<file path="config.mk">
export PLATFORM = sky130hd
export DESIGN_NAME = mips_integer_decode_execute_flat
export DESIGN_NICKNAME = d
export VERILOG_FILES = /design/src/hw/rtl/mide_pkg.sv /design/src/hw/rtl/mide_if.sv /design/src/hw/rtl/mips_integer_decode_execute.sv /design/src/hw/rtl/mide_regfile.sv /design/src/hw/rtl/mide_execute.sv /design/src/flat_wrapper.sv
export SDC_FILE = /design/constraint.sdc
export NUM_CORES = 2
export LEC_CHECK = 0
export BUFFER_PORTS_ARGS = -buffer_cell sky130_fd_sc_hd__buf_2
export CORE_UTILIZATION = 60
export CTS_CLUSTER_DIAMETER = 60
export CTS_CLUSTER_SIZE = 25
export DETAILED_ROUTE_END_ITERATION = 12
export PLACE_DENSITY = 0.75
export SLEW_MARGIN = 20
export SYNTH_ARGS = -nofsm -noshare
export SYNTH_HDL_FRONTEND = slang
export SYNTH_SLANG_ARGS = --single-unit
</file>
<file path="constraint.sdc">
create_clock -name clk_i -period 10.2 [get_ports clk_i]
set_input_delay 0.51 -clock clk_i [delete_from_list [all_inputs] [get_ports clk_i]]
set_output_delay 0.51 -clock clk_i [all_outputs]
set_load 0.01 [all_outputs]
</file>
<file path="src/hw/rtl/mide_pkg.sv">
package mide_pkg;

  // Register file geometry.
  localparam int unsigned RegCount = 32;
  localparam int unsigned RegAddrW = $clog2(RegCount);

  // Special words and fixed register numbers.
  localparam logic [31:0]         SYSCALL_WORD = 32'h0000_000C;
  localparam logic [RegAddrW-1:0] REG_V0       = RegAddrW'(2);
  localparam logic [RegAddrW-1:0] REG_A0       = RegAddrW'(4);
  localparam logic [RegAddrW-1:0] REG_LINK     = RegAddrW'(31);

  // Primary opcodes.
  localparam logic [5:0] OP_SPECIAL = 6'h00;
  localparam logic [5:0] OP_J       = 6'h02;
  localparam logic [5:0] OP_JAL     = 6'h03;
  localparam logic [5:0] OP_BEQ     = 6'h04;
  localparam logic [5:0] OP_BNE     = 6'h05;
  localparam logic [5:0] OP_ADDI    = 6'h08;
  localparam logic [5:0] OP_ADDIU   = 6'h09;
  localparam logic [5:0] OP_SLTI    = 6'h0A;
  localparam logic [5:0] OP_SLTIU   = 6'h0B;
  localparam logic [5:0] OP_ANDI    = 6'h0C;
  localparam logic [5:0] OP_ORI     = 6'h0D;
  localparam logic [5:0] OP_LUI     = 6'h0F;

  // Function codes of the special opcode.
  localparam logic [5:0] FN_SLL  = 6'h00;
  localparam logic [5:0] FN_SRL  = 6'h02;
  localparam logic [5:0] FN_JR   = 6'h08;
  localparam logic [5:0] FN_ADD  = 6'h20;
  localparam logic [5:0] FN_ADDU = 6'h21;
  localparam logic [5:0] FN_SUB  = 6'h22;
  localparam logic [5:0] FN_SUBU = 6'h23;
  localparam logic [5:0] FN_AND  = 6'h24;
  localparam logic [5:0] FN_OR   = 6'h25;
  localparam logic [5:0] FN_NOR  = 6'h27;
  localparam logic [5:0] FN_SLT  = 6'h2A;
  localparam logic [5:0] FN_SLTU = 6'h2B;

  // Redirect kinds.
  typedef enum logic [1:0] {
    REDIR_NONE  = 2'd0,
    REDIR_LABEL = 2'd1,
    REDIR_REG   = 2'd2
  } redir_e;

  // One result word.
  typedef struct packed {
    logic [31:0]         instruction_address;
    logic                write_enable;
    logic [RegAddrW-1:0] write_register;
    logic [31:0]         write_value;
    redir_e              redirect_kind;
    logic [25:0]         redirect_value;
    logic                is_syscall;
    logic [31:0]         syscall_code;
    logic [31:0]         syscall_argument;
    logic                unknown_instruction;
  } result_t;

  // Register file write port.
  typedef struct packed {
    logic                en;
    logic [RegAddrW-1:0] addr;
    logic [31:0]         data;
  } rf_wr_t;

endpackage

</file>
<file path="src/hw/rtl/mide_if.sv">
interface mide_instr_if;
  logic        valid;
  logic        ready;
  logic [31:0] instruction;

  modport source (output valid, output instruction, input ready);
  modport sink (input valid, input instruction, output ready);
endinterface

interface mide_result_if;
  logic        valid;
  logic        ready;
  logic [31:0] instruction_address;
  logic        write_enable;
  logic [4:0]  write_register;
  logic [31:0] write_value;
  logic [1:0]  redirect_kind;
  logic [25:0] redirect_value;
  logic        is_syscall;
  logic [31:0] syscall_code;
  logic [31:0] syscall_argument;
  logic        unknown_instruction;

  modport source (
    output valid, output instruction_address, output write_enable,
    output write_register, output write_value, output redirect_kind,
    output redirect_value, output is_syscall, output syscall_code,
    output syscall_argument, output unknown_instruction, input ready
  );
  modport sink (
    input valid, input instruction_address, input write_enable,
    input write_register, input write_value, input redirect_kind,
    input redirect_value, input is_syscall, input syscall_code,
    input syscall_argument, input unknown_instruction, output ready
  );
endinterface

</file>
<file path="src/hw/rtl/mips_integer_decode_execute.sv">
// Stage one holds an accepted word and its reads; the output word is then registered.
// Throughput: one instruction per cycle unless the output stalls; the register file
// takes one write and two reads each cycle; a write is forwarded to a same-cycle read.
// Reset: the address counter clears to zero and every register reads as zero until
// written, through per-register written flags; no clearing pass is needed.
module mips_integer_decode_execute (
  input  logic           clk_i,
  input  logic           rst_ni,
  mide_instr_if.sink     in_i,
  mide_result_if.source  out_o
);
  import mide_pkg::*;

  logic                s1_valid_q;
  logic [31:0]         s1_word_q;
  logic [31:0]         s1_pc_q;
  logic [31:0]         pc_q;
  logic                out_valid_q;
  result_t             out_q;
  result_t             res;
  logic                s1_adv, in_ready, accept, in_sys;
  logic [RegAddrW-1:0] ra_addr, rb_addr;
  logic [31:0]         a_data, b_data;
  rf_wr_t              rf_wr;

  // Handshake: stage one moves on when the output register is free or drains.
  assign s1_adv   = s1_valid_q && (!out_valid_q || out_o.ready);
  assign in_ready = !s1_valid_q || s1_adv;
  assign accept   = in_i.valid && in_ready;
  assign in_i.ready = in_ready;

  // Read addresses; a syscall reads the code and argument registers.
  assign in_sys  = (in_i.instruction == SYSCALL_WORD);
  assign ra_addr = in_sys ? REG_V0 : in_i.instruction[25:21];
  assign rb_addr = in_sys ? REG_A0 : in_i.instruction[20:16];

  // Writeback as the result leaves stage one.
  assign rf_wr.en   = s1_adv && res.write_enable;
  assign rf_wr.addr = res.write_register;
  assign rf_wr.data = res.write_value;

  mide_regfile u_regfile (
    .clk_i     (clk_i),
    .rst_ni    (rst_ni),
    .rd_en_i   (accept),
    .ra_addr_i (ra_addr),
    .rb_addr_i (rb_addr),
    .ra_data_o (a_data),
    .rb_data_o (b_data),
    .wr_i      (rf_wr)
  );

  mide_execute u_execute (
    .word_i (s1_word_q),
    .pc_i   (s1_pc_q),
    .a_i    (a_data),
    .b_i    (b_data),
    .res_o  (res)
  );

  // Stage one payload and output word.
  always_ff @(posedge clk_i) begin
    if (accept) begin
      s1_word_q <= in_i.instruction;
      s1_pc_q   <= pc_q;
    end
    if (s1_adv) begin
      out_q <= res;
    end
  end

  // Control state.
  always_ff @(posedge clk_i or negedge rst_ni) begin
    if (!rst_ni) begin
      pc_q        <= '0;
      s1_valid_q  <= 1'b0;
      out_valid_q <= 1'b0;
    end else begin
      if (accept) begin
        pc_q <= pc_q + 32'd4;
      end
      if (accept) begin
        s1_valid_q <= 1'b1;
      end else if (s1_adv) begin
        s1_valid_q <= 1'b0;
      end
      if (s1_adv) begin
        out_valid_q <= 1'b1;
      end else if (out_o.ready) begin
        out_valid_q <= 1'b0;
      end
    end
  end

  // Output port.
  assign out_o.valid               = out_valid_q;
  assign out_o.instruction_address = out_q.instruction_address;
  assign out_o.write_enable        = out_q.write_enable;
  assign out_o.write_register      = out_q.write_register;
  assign out_o.write_value         = out_q.write_value;
  assign out_o.redirect_kind       = out_q.redirect_kind;
  assign out_o.redirect_value      = out_q.redirect_value;
  assign out_o.is_syscall          = out_q.is_syscall;
  assign out_o.syscall_code        = out_q.syscall_code;
  assign out_o.syscall_argument    = out_q.syscall_argument;
  assign out_o.unknown_instruction = out_q.unknown_instruction;

endmodule

</file>
<file path="src/hw/rtl/mide_regfile.sv">
module mide_regfile (
  input  logic                           clk_i,
  input  logic                           rst_ni,
  input  logic                           rd_en_i,
  input  logic [mide_pkg::RegAddrW-1:0]  ra_addr_i,
  input  logic [mide_pkg::RegAddrW-1:0]  rb_addr_i,
  output logic [31:0]                    ra_data_o,
  output logic [31:0]                    rb_data_o,
  input  mide_pkg::rf_wr_t               wr_i
);
  import mide_pkg::*;

  logic [31:0]         mem_q [RegCount];
  logic [RegCount-1:0] vld_q;
  logic [31:0]         ra_q, rb_q, byp_q;
  logic                ra_vld_q, rb_vld_q, ra_hit_q, rb_hit_q;

  // Storage and registered read ports; a read in the write cycle sees old data.
  always_ff @(posedge clk_i) begin
    if (wr_i.en) begin
      mem_q[wr_i.addr] <= wr_i.data;
    end
    if (rd_en_i) begin
      ra_q  <= mem_q[ra_addr_i];
      rb_q  <= mem_q[rb_addr_i];
      byp_q <= wr_i.data;
    end
  end

  // Written flags stand in for the zero reset; hit flags forward a same-cycle write.
  always_ff @(posedge clk_i or negedge rst_ni) begin
    if (!rst_ni) begin
      vld_q    <= '0;
      ra_vld_q <= 1'b0;
      rb_vld_q <= 1'b0;
      ra_hit_q <= 1'b0;
      rb_hit_q <= 1'b0;
    end else begin
      if (wr_i.en) begin
        vld_q[wr_i.addr] <= 1'b1;
      end
      if (rd_en_i) begin
        ra_vld_q <= vld_q[ra_addr_i];
        rb_vld_q <= vld_q[rb_addr_i];
        ra_hit_q <= wr_i.en && (wr_i.addr == ra_addr_i);
        rb_hit_q <= wr_i.en && (wr_i.addr == rb_addr_i);
      end
    end
  end

  // Read data selection.
  assign ra_data_o = ra_hit_q ? byp_q : (ra_vld_q ? ra_q : '0);
  assign rb_data_o = rb_hit_q ? byp_q : (rb_vld_q ? rb_q : '0);

endmodule

</file>
<file path="src/hw/rtl/mide_execute.sv">
module mide_execute (
  input  logic [31:0]        word_i,
  input  logic [31:0]        pc_i,
  input  logic [31:0]        a_i,
  input  logic [31:0]        b_i,
  output mide_pkg::result_t  res_o
);
  import mide_pkg::*;

  logic [5:0]          op, fn;
  logic [4:0]          sh;
  logic [15:0]         imm;
  logic [31:0]         simm;
  logic [31:0]         pc_next;
  logic                wr;
  logic [RegAddrW-1:0] dest;
  logic [31:0]         val;

  // Field split.
  assign op      = word_i[31:26];
  assign sh      = word_i[10:6];
  assign fn      = word_i[5:0];
  assign imm     = word_i[15:0];
  assign simm    = {{16{imm[15]}}, imm};
  assign pc_next = pc_i + 32'd4;

  // Decode and execute.
  always_comb begin
    res_o                     = '0;
    res_o.instruction_address = pc_i;
    res_o.redirect_kind       = REDIR_NONE;
    wr                        = 1'b0;
    dest                      = '0;
    val                       = '0;
    if (word_i == SYSCALL_WORD) begin
      res_o.is_syscall       = 1'b1;
      res_o.syscall_code     = a_i;
      res_o.syscall_argument = b_i;
    end else if (op == OP_SPECIAL) begin
      wr   = 1'b1;
      dest = word_i[15:11];
      unique case (fn) inside
        FN_ADD, FN_ADDU: val = a_i + b_i;
        FN_SUB, FN_SUBU: val = a_i - b_i;
        FN_AND:          val = a_i & b_i;
        FN_OR:           val = a_i | b_i;
        FN_NOR:          val = ~(a_i | b_i);
        FN_SLT:          val = {31'd0, $signed(a_i) < $signed(b_i)};
        FN_SLTU:         val = {31'd0, a_i < b_i};
        FN_SLL:          val = b_i << sh;
        FN_SRL:          val = b_i >> sh;
        FN_JR: begin
          wr                   = 1'b0;
          res_o.redirect_kind  = REDIR_REG;
          res_o.redirect_value = a_i[25:0];
        end
        default: begin
          wr                        = 1'b0;
          res_o.unknown_instruction = 1'b1;
        end
      endcase
    end else begin
      wr   = 1'b1;
      dest = word_i[20:16];
      unique case (op) inside
        OP_ADDI, OP_ADDIU: val = a_i + simm;
        OP_SLTI:           val = {31'd0, $signed(a_i) < $signed(simm)};
        OP_SLTIU:          val = {31'd0, a_i < simm};
        OP_ANDI:           val = a_i & {16'd0, imm};
        OP_ORI:            val = a_i | {16'd0, imm};
        OP_LUI:            val = {imm, 16'd0};
        OP_BEQ, OP_BNE: begin
          wr = 1'b0;
          if ((op == OP_BEQ) == (a_i == b_i)) begin
            res_o.redirect_kind  = REDIR_LABEL;
            res_o.redirect_value = {10'd0, imm};
          end
        end
        OP_J: begin
          wr                   = 1'b0;
          res_o.redirect_kind  = REDIR_LABEL;
          res_o.redirect_value = word_i[25:0];
        end
        OP_JAL: begin
          dest                 = REG_LINK;
          val                  = pc_next;
          res_o.redirect_kind  = REDIR_LABEL;
          res_o.redirect_value = word_i[25:0];
        end
        default: begin
          wr                        = 1'b0;
          res_o.unknown_instruction = 1'b1;
        end
      endcase
    end
    // Register zero is never written and a missing write reports zeros.
    if (wr && (dest != '0)) begin
      res_o.write_enable   = 1'b1;
      res_o.write_register = dest;
      res_o.write_value    = val;
    end
  end

endmodule

</file>
<file path="src/flat_wrapper.sv">
// flat-port wrapper written by rule: the top's interface ports become plain ports
module mips_integer_decode_execute_flat import mide_pkg::*;
  (clk_i, rst_ni, in_i_valid, in_i_instruction, in_i_ready, out_o_valid, out_o_instruction_address, out_o_write_enable, out_o_write_register, out_o_write_value, out_o_redirect_kind, out_o_redirect_value, out_o_is_syscall, out_o_syscall_code, out_o_syscall_argument, out_o_unknown_instruction, out_o_ready);
  mide_instr_if in_i_i ();
  mide_result_if out_o_i ();
  input  logic clk_i;
  input  logic rst_ni;
  input wire logic [$bits(in_i_i.valid)-1:0] in_i_valid;
  input wire logic [$bits(in_i_i.instruction)-1:0] in_i_instruction;
  output wire logic [$bits(in_i_i.ready)-1:0] in_i_ready;
  output wire logic [$bits(out_o_i.valid)-1:0] out_o_valid;
  output wire logic [$bits(out_o_i.instruction_address)-1:0] out_o_instruction_address;
  output wire logic [$bits(out_o_i.write_enable)-1:0] out_o_write_enable;
  output wire logic [$bits(out_o_i.write_register)-1:0] out_o_write_register;
  output wire logic [$bits(out_o_i.write_value)-1:0] out_o_write_value;
  output wire logic [$bits(out_o_i.redirect_kind)-1:0] out_o_redirect_kind;
  output wire logic [$bits(out_o_i.redirect_value)-1:0] out_o_redirect_value;
  output wire logic [$bits(out_o_i.is_syscall)-1:0] out_o_is_syscall;
  output wire logic [$bits(out_o_i.syscall_code)-1:0] out_o_syscall_code;
  output wire logic [$bits(out_o_i.syscall_argument)-1:0] out_o_syscall_argument;
  output wire logic [$bits(out_o_i.unknown_instruction)-1:0] out_o_unknown_instruction;
  input wire logic [$bits(out_o_i.ready)-1:0] out_o_ready;
  assign in_i_i.valid = in_i_valid;
  assign in_i_i.instruction = in_i_instruction;
  assign in_i_ready = in_i_i.ready;
  assign out_o_valid = out_o_i.valid;
  assign out_o_instruction_address = out_o_i.instruction_address;
  assign out_o_write_enable = out_o_i.write_enable;
  assign out_o_write_register = out_o_i.write_register;
  assign out_o_write_value = out_o_i.write_value;
  assign out_o_redirect_kind = out_o_i.redirect_kind;
  assign out_o_redirect_value = out_o_i.redirect_value;
  assign out_o_is_syscall = out_o_i.is_syscall;
  assign out_o_syscall_code = out_o_i.syscall_code;
  assign out_o_syscall_argument = out_o_i.syscall_argument;
  assign out_o_unknown_instruction = out_o_i.unknown_instruction;
  assign out_o_i.ready = out_o_ready;
  mips_integer_decode_execute u_core (.clk_i(clk_i), .rst_ni(rst_ni), .in_i(in_i_i), .out_o(out_o_i));
endmodule
</file>
# Word-level counts from Yosys, hierarchy flattened
# Memories as Yosys holds them, arrays and structs flattened. A register that Yosys moved wholly into a read port is not among the register bits.
# Cells that the tools add are included.
# word_totals
ff_bits	330
latch_bits	0
mem_bits_rw	1024
mem_bits_ro	0
in_bits	36
out_inout_bits	166
wordCells	134
n_memories	1
# memory_table
memory	words	word_bits	read_ports	rd_ports_with_merged_regs	wr	line_no	rtl
u_core.u_regfile.mem_q	32	32	2	2	1	mide_regfile.sv:13	logic [31:0] mem_q [RegCount];
# op_classes
addsub	5
multipliers	0
div_mod_pow	0
magnitude_cmp	8
n_eq_ne	28
shifts	2
muxes	38
bitwise	6
n_reduce_logical	25
# op_table
op	n
$pmux 32 s9	1
$pmux 32 s7	1
$mux 32	6
$lt 32x32->1	3
$mux 65	1
$add 32x3->32 const B	2
$add 32x32->32	2
$eq 32x4->1 const B	2
$or 32x32->32	2
$mux 28	2
$eq 6x6->1 const B	9
$pmux 27 s2	1
$eq 6x4->1 const B	8
$mux 38	1
$and 32x16->32	1
$and 32x32->32	1
$eq 32x32->1	1
$lt 32x16->1	1
$not 32->32	1
$or 32x16->32	1
$shl 32x5->32	1
$shr 32x5->32	1
$sub 32x32->32	1
$mux 27	1
other kinds (20)	61

# Depth between registers and ports, before layout
# logic_depth
ltp_word	13
ltp_mapped	19
depth_no_buf	15

# Hierarchy
# Synthesis repeated with hierarchy kept, for this count alone.
# hier_totals
hier_cells	4690
hier_area_um2	73954.7
# modules_own_cells
module	instances	cells_per_inst	area_per_inst_um2	seq_area_each_um2
mide_regfile	1	2289	52207.6	34533.1
mide_execute	1	2020	13350.3	0.0
mips_integer_decode_execute	1	381	8396.8	7587.3

# Worst setup path after synthesis
# Ideal clock, no wire load.
# synth_timing
kind	input -> register
start	in out_o_ready
end	mem u_core.u_regfile.mem_q[23][0], enable pin
setup_time_ns	0.422
arrival_ns	6.507
required_time_ns	9.778
slack_ns	3.271
cell_stages	6
path_buffers	1
path_cell_list	nand2b_1 and2_1 and3_1 nand2b_1 clkbuf_1 nor2_1
# synth_via
elab_chain_cells	5
# synth_lines
element	line_no	rtl
start: declaration	flat_wrapper.sv:22	input wire logic [$bits(out_o_i.ready)-1:0] out_o_ready;
$logic_or 1x1->1	mips_integer_decode_execute.sv:27	assign s1_adv = s1_valid_q && (!out_valid_q || out_o.ready);
$logic_and 1x1->1	mips_integer_decode_execute.sv:27	
named net u_core.s1_adv	mips_integer_decode_execute.sv:21	logic s1_adv, in_ready, accept, in_sys;
$logic_and 1x1->1	mips_integer_decode_execute.sv:38	assign rf_wr.en = s1_adv && res.write_enable;
$mux 1	mide_regfile.sv:20	if (wr_i.en) begin
$mux 1 (implied by the code)	mide_regfile.sv:21	mem_q[wr_i.addr] <= wr_i.data;
end: declaration	mide_regfile.sv:13	
# The timed path passes the listed nets, and every way through them passes these cells.

# Worst setup path after layout
# layout_timing
start	reg u_core.u_regfile.ra_hit_q
end	reg u_core.out_q, in the netlist u_core.out_o.redirect_value[2] (data pin)
# layout_via
elab_chain_cells	6
word_cells_on_any_way	7
classes_between	2 x eq/ne; 5 x mux
# layout_lines
element	line_no	rtl
start: declaration	mide_regfile.sv:16	logic ra_vld_q, rb_vld_q, ra_hit_q, rb_hit_q;
start signal: assignment	mide_regfile.sv:45	ra_hit_q <= wr_i.en && (wr_i.addr == ra_addr_i);
$mux 32	mide_regfile.sv:52	assign ra_data_o = ra_hit_q ? byp_q : (ra_vld_q ? ra_q : '0);
named net u_core.a_data[6]	mips_integer_decode_execute.sv:23	logic [31:0] a_data, b_data;
$eq 32x32->1	mide_execute.sv:74	if ((op == OP_BEQ) == (a_i == b_i)) begin
$eq 1x1->1	mide_execute.sv:74	
$mux 27	mide_execute.sv:74	
$pmux 27 s2	mide_execute.sv:65	unique case (op) inside
$mux 28	mide_execute.sv:39	end else if (op == OP_SPECIAL) begin
end signal: assignment	mips_integer_decode_execute.sv:68	out_q <= res;
end: declaration	mips_integer_decode_execute.sv:19	result_t out_q;
# The timed path passes the listed nets, and every way through them passes these cells.
# A chain may end at the register's enable or synchronous reset.

==> impl_metrics.py <==
metrics = {
    "outcome": {
        "status": "finished clean",
    },
    "clocking": {
        "path_clk_slew_ns": 0.09,
        "insertion_delay_ns": 0.79,
        "post_cts_buffers": 0,
        "cts-root-buf": "clkbuf_16",
        "cts_tree": "done",
        "h-tree-depth": 3,
        "numClockSinks": 1412,
        "cts_inserted_buffers": 103,
        "max-clock-path-buffers": 3,
    },
    "yosys": {
        "ys_warn_count": 0,
        "syn_area_um2": 74700,
        "synth_cells": 4800,
        "synth_edf_count": 1344,
        "yosysUniqueCellTypes": 106,
        "yosysSeqAreaShare_pct": 56.3,
        "async_reset_ff_share_pct": 4.82,
        "synth_flop_cell": "edfxtp_1",
        "synth-seq-cells": 1412,
        "syn_area_per_cell_um2": 15.6,
    },
    "floorplanning": {
        "start_util_pct": 60.5,
        "io_pins": 202,
        "rows": 129,
        "die_h_um": 355,
        "fp.dieArea_um2": 126000,
        "die_w_um": 355,
        "core_um2": 123000,
    },
    "sta": {
        "timing.setup.tns_ns": 0,
        "maxSlewHeadroom_pct": 20.7,
        "tightest_slew_ns": 1.18,
        "hold_violations": 0,
        "clock.fmax_mhz": 150,
        "finalCritPeriodShare_pct": 65.2,
        "final-setup-viol-count": 0,
        "rsz0062_at_grt": "no",
        "slew_violations": 0,
        "skew_ns": 0.0706,
        "final.min_clock_period_ns": 6.65,
        "fin_ws_ns": 3.55,
    },
    "worst_setup_path": {
        "cpMostUsedCell": "buf_4",
        "path_cells": "buf_4 > nor2b_2 > buf_4 > a22oi_1 > inv_1 > ha_1 > nor4_1 > nand4_1 > nor4_1 > nand4_1 > xnor2_1 > nand3b_1 > a2111oi_4 > buf_4 > nand2_1 > o21ai_0",
        "path_delay_family": "simple AND/OR/NAND/NOR gates",
        "end_kind": "register",
        "cp_max_fo": 35,
        "crit_path_start_kind": "register",
        "required_ns": 10.76,
        "cp.arrival_ns": 7.21,
        "critPathKind": "reg2reg",
        "critical-path-slowest-cell": "nor4_1",
        "cp_slowest_stage_delay_ns": 0.97,
        "cp_num_buf_inv": 4,
    },
    "finish": {
        "syn_to_final_growth_pct": 10.0,
        "nFillCells": 8264,
        "nets": 5198,
        "drive_above_1_share_pct": 28.0,
    },
    "route": {
        "drt_iter0_markers": 8488,
        "ant_nets": 0,
        "drc": 0,
        "post_drt_wl_per_cell_um": 40.2,
        "routed_wl_um": 270000,
        "drt_first_pass_iters": 8,
        "vias": 50700,
        "via_per_inst": 7.55,
    },
    "global_route": {
        "use_met3_pct": 9.30,
        "grt_busiest_layer": "met2",
        "grt_remaining_overflow": 0,
        "grt_use_total_pct": 43.0,
        "grt_max_degree": 123,
        "grt_pass1_wl_um": 374000,
        "antenna_found_initial": 22,
        "globalRouteMet2Util_pct": 66.0,
        "grt_pass1_vias": 49300,
        "grt.met1_usage_pct": 56.9,
    },
    "flow_run": {
        "maxCapViolations": 0,
    },
    "power": {
        "p_switching_w": 0.00354,
        "seqPwrFrac_pct": 51.6,
        "netSwitchingFraction_pct": 28.0,
        "p_int_w": 0.00912,
        "peakVddDrop_uv": 210,
        "clockPowerShare_pct": 36.1,
        "pwr-share-comb_pct": 12.3,
        "power_leakage_nw": 28.1,
        "power_density_nw_per_um2": 154,
    },
    "place": {
        "post-place-ws_ns": 3.69,
        "numPortBuffers": 199,
        "place_hpwl_um": 173000,
        "gp_congestion": 1.03,
    },
    "min_path": {
        "hold_class": "in2reg",
    },
}
worst min-delay path, stage by stage:
cell	delay [ns]
buf_2	0.09
nand2b_1	0.12
nand2b_1	0.06
path summary, 6_finish.rpt:
kind                            slack (ns)                                           end  cells past startpoint                                   from
worst max-delay path                  3.55  u_core.out_o.redirect_value[2]$_SDFFCE_PP0P_                     16  u_core.u_regfile.ra_hit_q$_DFFE_PN0P_
worst min-delay path                  0.04                u_core.out_o.valid$_DFFE_PN0P_                      3                            out_o_ready
worst max register to register        3.55  u_core.out_o.redirect_value[2]$_SDFFCE_PP0P_                     16  u_core.u_regfile.ra_hit_q$_DFFE_PN0P_
worst min register to register        0.41         u_core.u_regfile.vld_q[0]$_DFFE_PN0P_                      0  u_core.u_regfile.vld_q[0]$_DFFE_PN0P_
max in group asynchronous             9.04         u_core.u_regfile.rb_hit_q$_DFFE_PN0P_                      2                                 rst_ni
min in group asynchronous             0.43                   u_core.pc_q[18]$_DFFE_PN0P_                      2                                 rst_ni
cells in the mapped netlist (15+ instances only):
| master | number | area, um2 |
|---|---|---|
| edfxtp_1 | 1344 | 40400 |
| mux4_2 | 704 | 15900 |
| nand2_1 | 336 | 1260 |
| nor2_1 | 285 | 1070 |
| clkbuf_1 | 214 | 803 |
| ha_1 | 177 | 2210 |
| a21oi_1 | 152 | 761 |
| inv_1 | 145 | 544 |
| o21ai_0 | 128 | 641 |
| xnor2_1 | 116 | 1020 |
| a22oi_1 | 73 | 548 |
| nand3_1 | 70 | 350 |
| dfrtp_1 | 68 | 1700 |
| mux2i_1 | 67 | 671 |
| buf_2 | 50 | 250 |
| nor3_1 | 47 | 235 |
| o22ai_1 | 45 | 282 |
| mux2_2 | 41 | 462 |
| buf_1 | 36 | 135 |
| nand4_1 | 36 | 225 |
| a211oi_1 | 32 | 240 |
| o211ai_1 | 31 | 233 |
| buf_4 | 30 | 225 |
| o221ai_1 | 30 | 263 |
| a31oi_1 | 28 | 175 |
| nor4_1 | 28 | 175 |
| a21o_1 | 26 | 195 |
| nand3b_1 | 26 | 195 |
| xor2_1 | 26 | 228 |
| or2_1 | 24 | 150 |
| nand2b_1 | 23 | 144 |
| a221oi_1 | 21 | 184 |
| o31ai_1 | 21 | 158 |
| and3_1 | 18 | 113 |
| a32oi_1 | 16 | 140 |
| or2_2 | 15 | 93.8 |
area by class of cell:
type	instances	area, um2	share of cell area (%)
multi-input cells	2924	31000	37.8
diodes	4	10.0	0.0122
clock buffers	107	2600	3.17
inverters	157	603	0.734
well taps	1637	2050	2.49
flip-flops and latches	1412	42100	51.2
repair buffers	384	2560	3.12
clock inverters	87	1250	1.52
power by group through the flow:
stage                     sequential (W)  clock, W  combinational [W]
after floorplan                  0.00665         0           0.000951
after global placement           0.00666         0            0.00150
after detailed placement         0.00666         0            0.00150
after CTS                        0.00653   0.00460            0.00151
after global routing             0.00654   0.00478            0.00161
final                            0.00653   0.00457            0.00156
layout by cell type, fill, tap and decap left out, types with 67 or more instances in the layout:
master / n
inv_1: 141
buf_4: 156
o21ai_0: 128
ha_1: 177
mux4_2: 704
nand3_1: 70
nor2_1: 260
xnor2_1: 116
buf_2: 192
mux2i_1: 67
a21oi_1: 149
clkbuf_16: 103
nand2_1: 335
dfrtp_1: 67
edfxtp_1: 1344
a22oi_1: 72
flip-flops by register name, summed over array words and instances (netlist names), 2 cells and up:
| register | cells |
|---|---|
| u_core.out_o.instruction_address | 30 |
| u_core.out_o.redirect_kind | 2 |
| u_core.out_o.redirect_value | 26 |
| u_core.out_o.syscall_argument | 32 |
| u_core.out_o.syscall_code | 32 |
| u_core.out_o.write_register | 5 |
| u_core.out_o.write_value | 32 |
| u_core.pc_q | 30 |
| u_core.s1_pc_q | 30 |
| u_core.s1_word_q | 32 |
| u_core.u_regfile.byp_q | 32 |
| u_core.u_regfile.mem_q | 1024 |
| u_core.u_regfile.ra_q | 32 |
| u_core.u_regfile.rb_q | 32 |
| u_core.u_regfile.vld_q | 32 |
metal layers:
layer | share of wire, % | wire length [um]
met1 | 34 | 92800
met2 | 46 | 125000
met3 | 12 | 32200
met4 | 7.4 | 20000
met5 | 0.036 | 97
what timing repair did:
item / CTS / global route
resized for setup: 0 / 0
hold endpoints to repair: 93 / 0
hold buffers: 26 / 0
through the flow:
stage | cell area [um2] | std cells | util (%) | hold WS (ns) | total power [W]
after global placement | 78000 | 6486 | 63.2 | 0.378 | 0.00816
after floorplan | 74800 | 4833 | - | 0.214 | 0.00760
final | 82100 | 6712 | 66.5 | 0.0404 | 0.0127
after CTS | 82100 | 6707 | 66.5 | 0.0128 | 0.0126
after detailed placement | 78000 | 6487 | 63.2 | 0.388 | 0.00816
after global routing | 82100 | 6709 | 66.5 | 0.0475 | 0.0129
cells by family after synthesis:
group,Yosys count,share of synthesized area [%]
DFF,1412,56.3
and+or+nand+nor,994,6.24
muxes,813,22.8
AOI/OAI and AO/OA,761,7.09
buffers and inverters,497,2.83
adders and majority gates,180,3.05
xor gates and xnor gates,142,1.67
other,1,0.00502
Note: power is estimated with default switching activity, not from simulation.
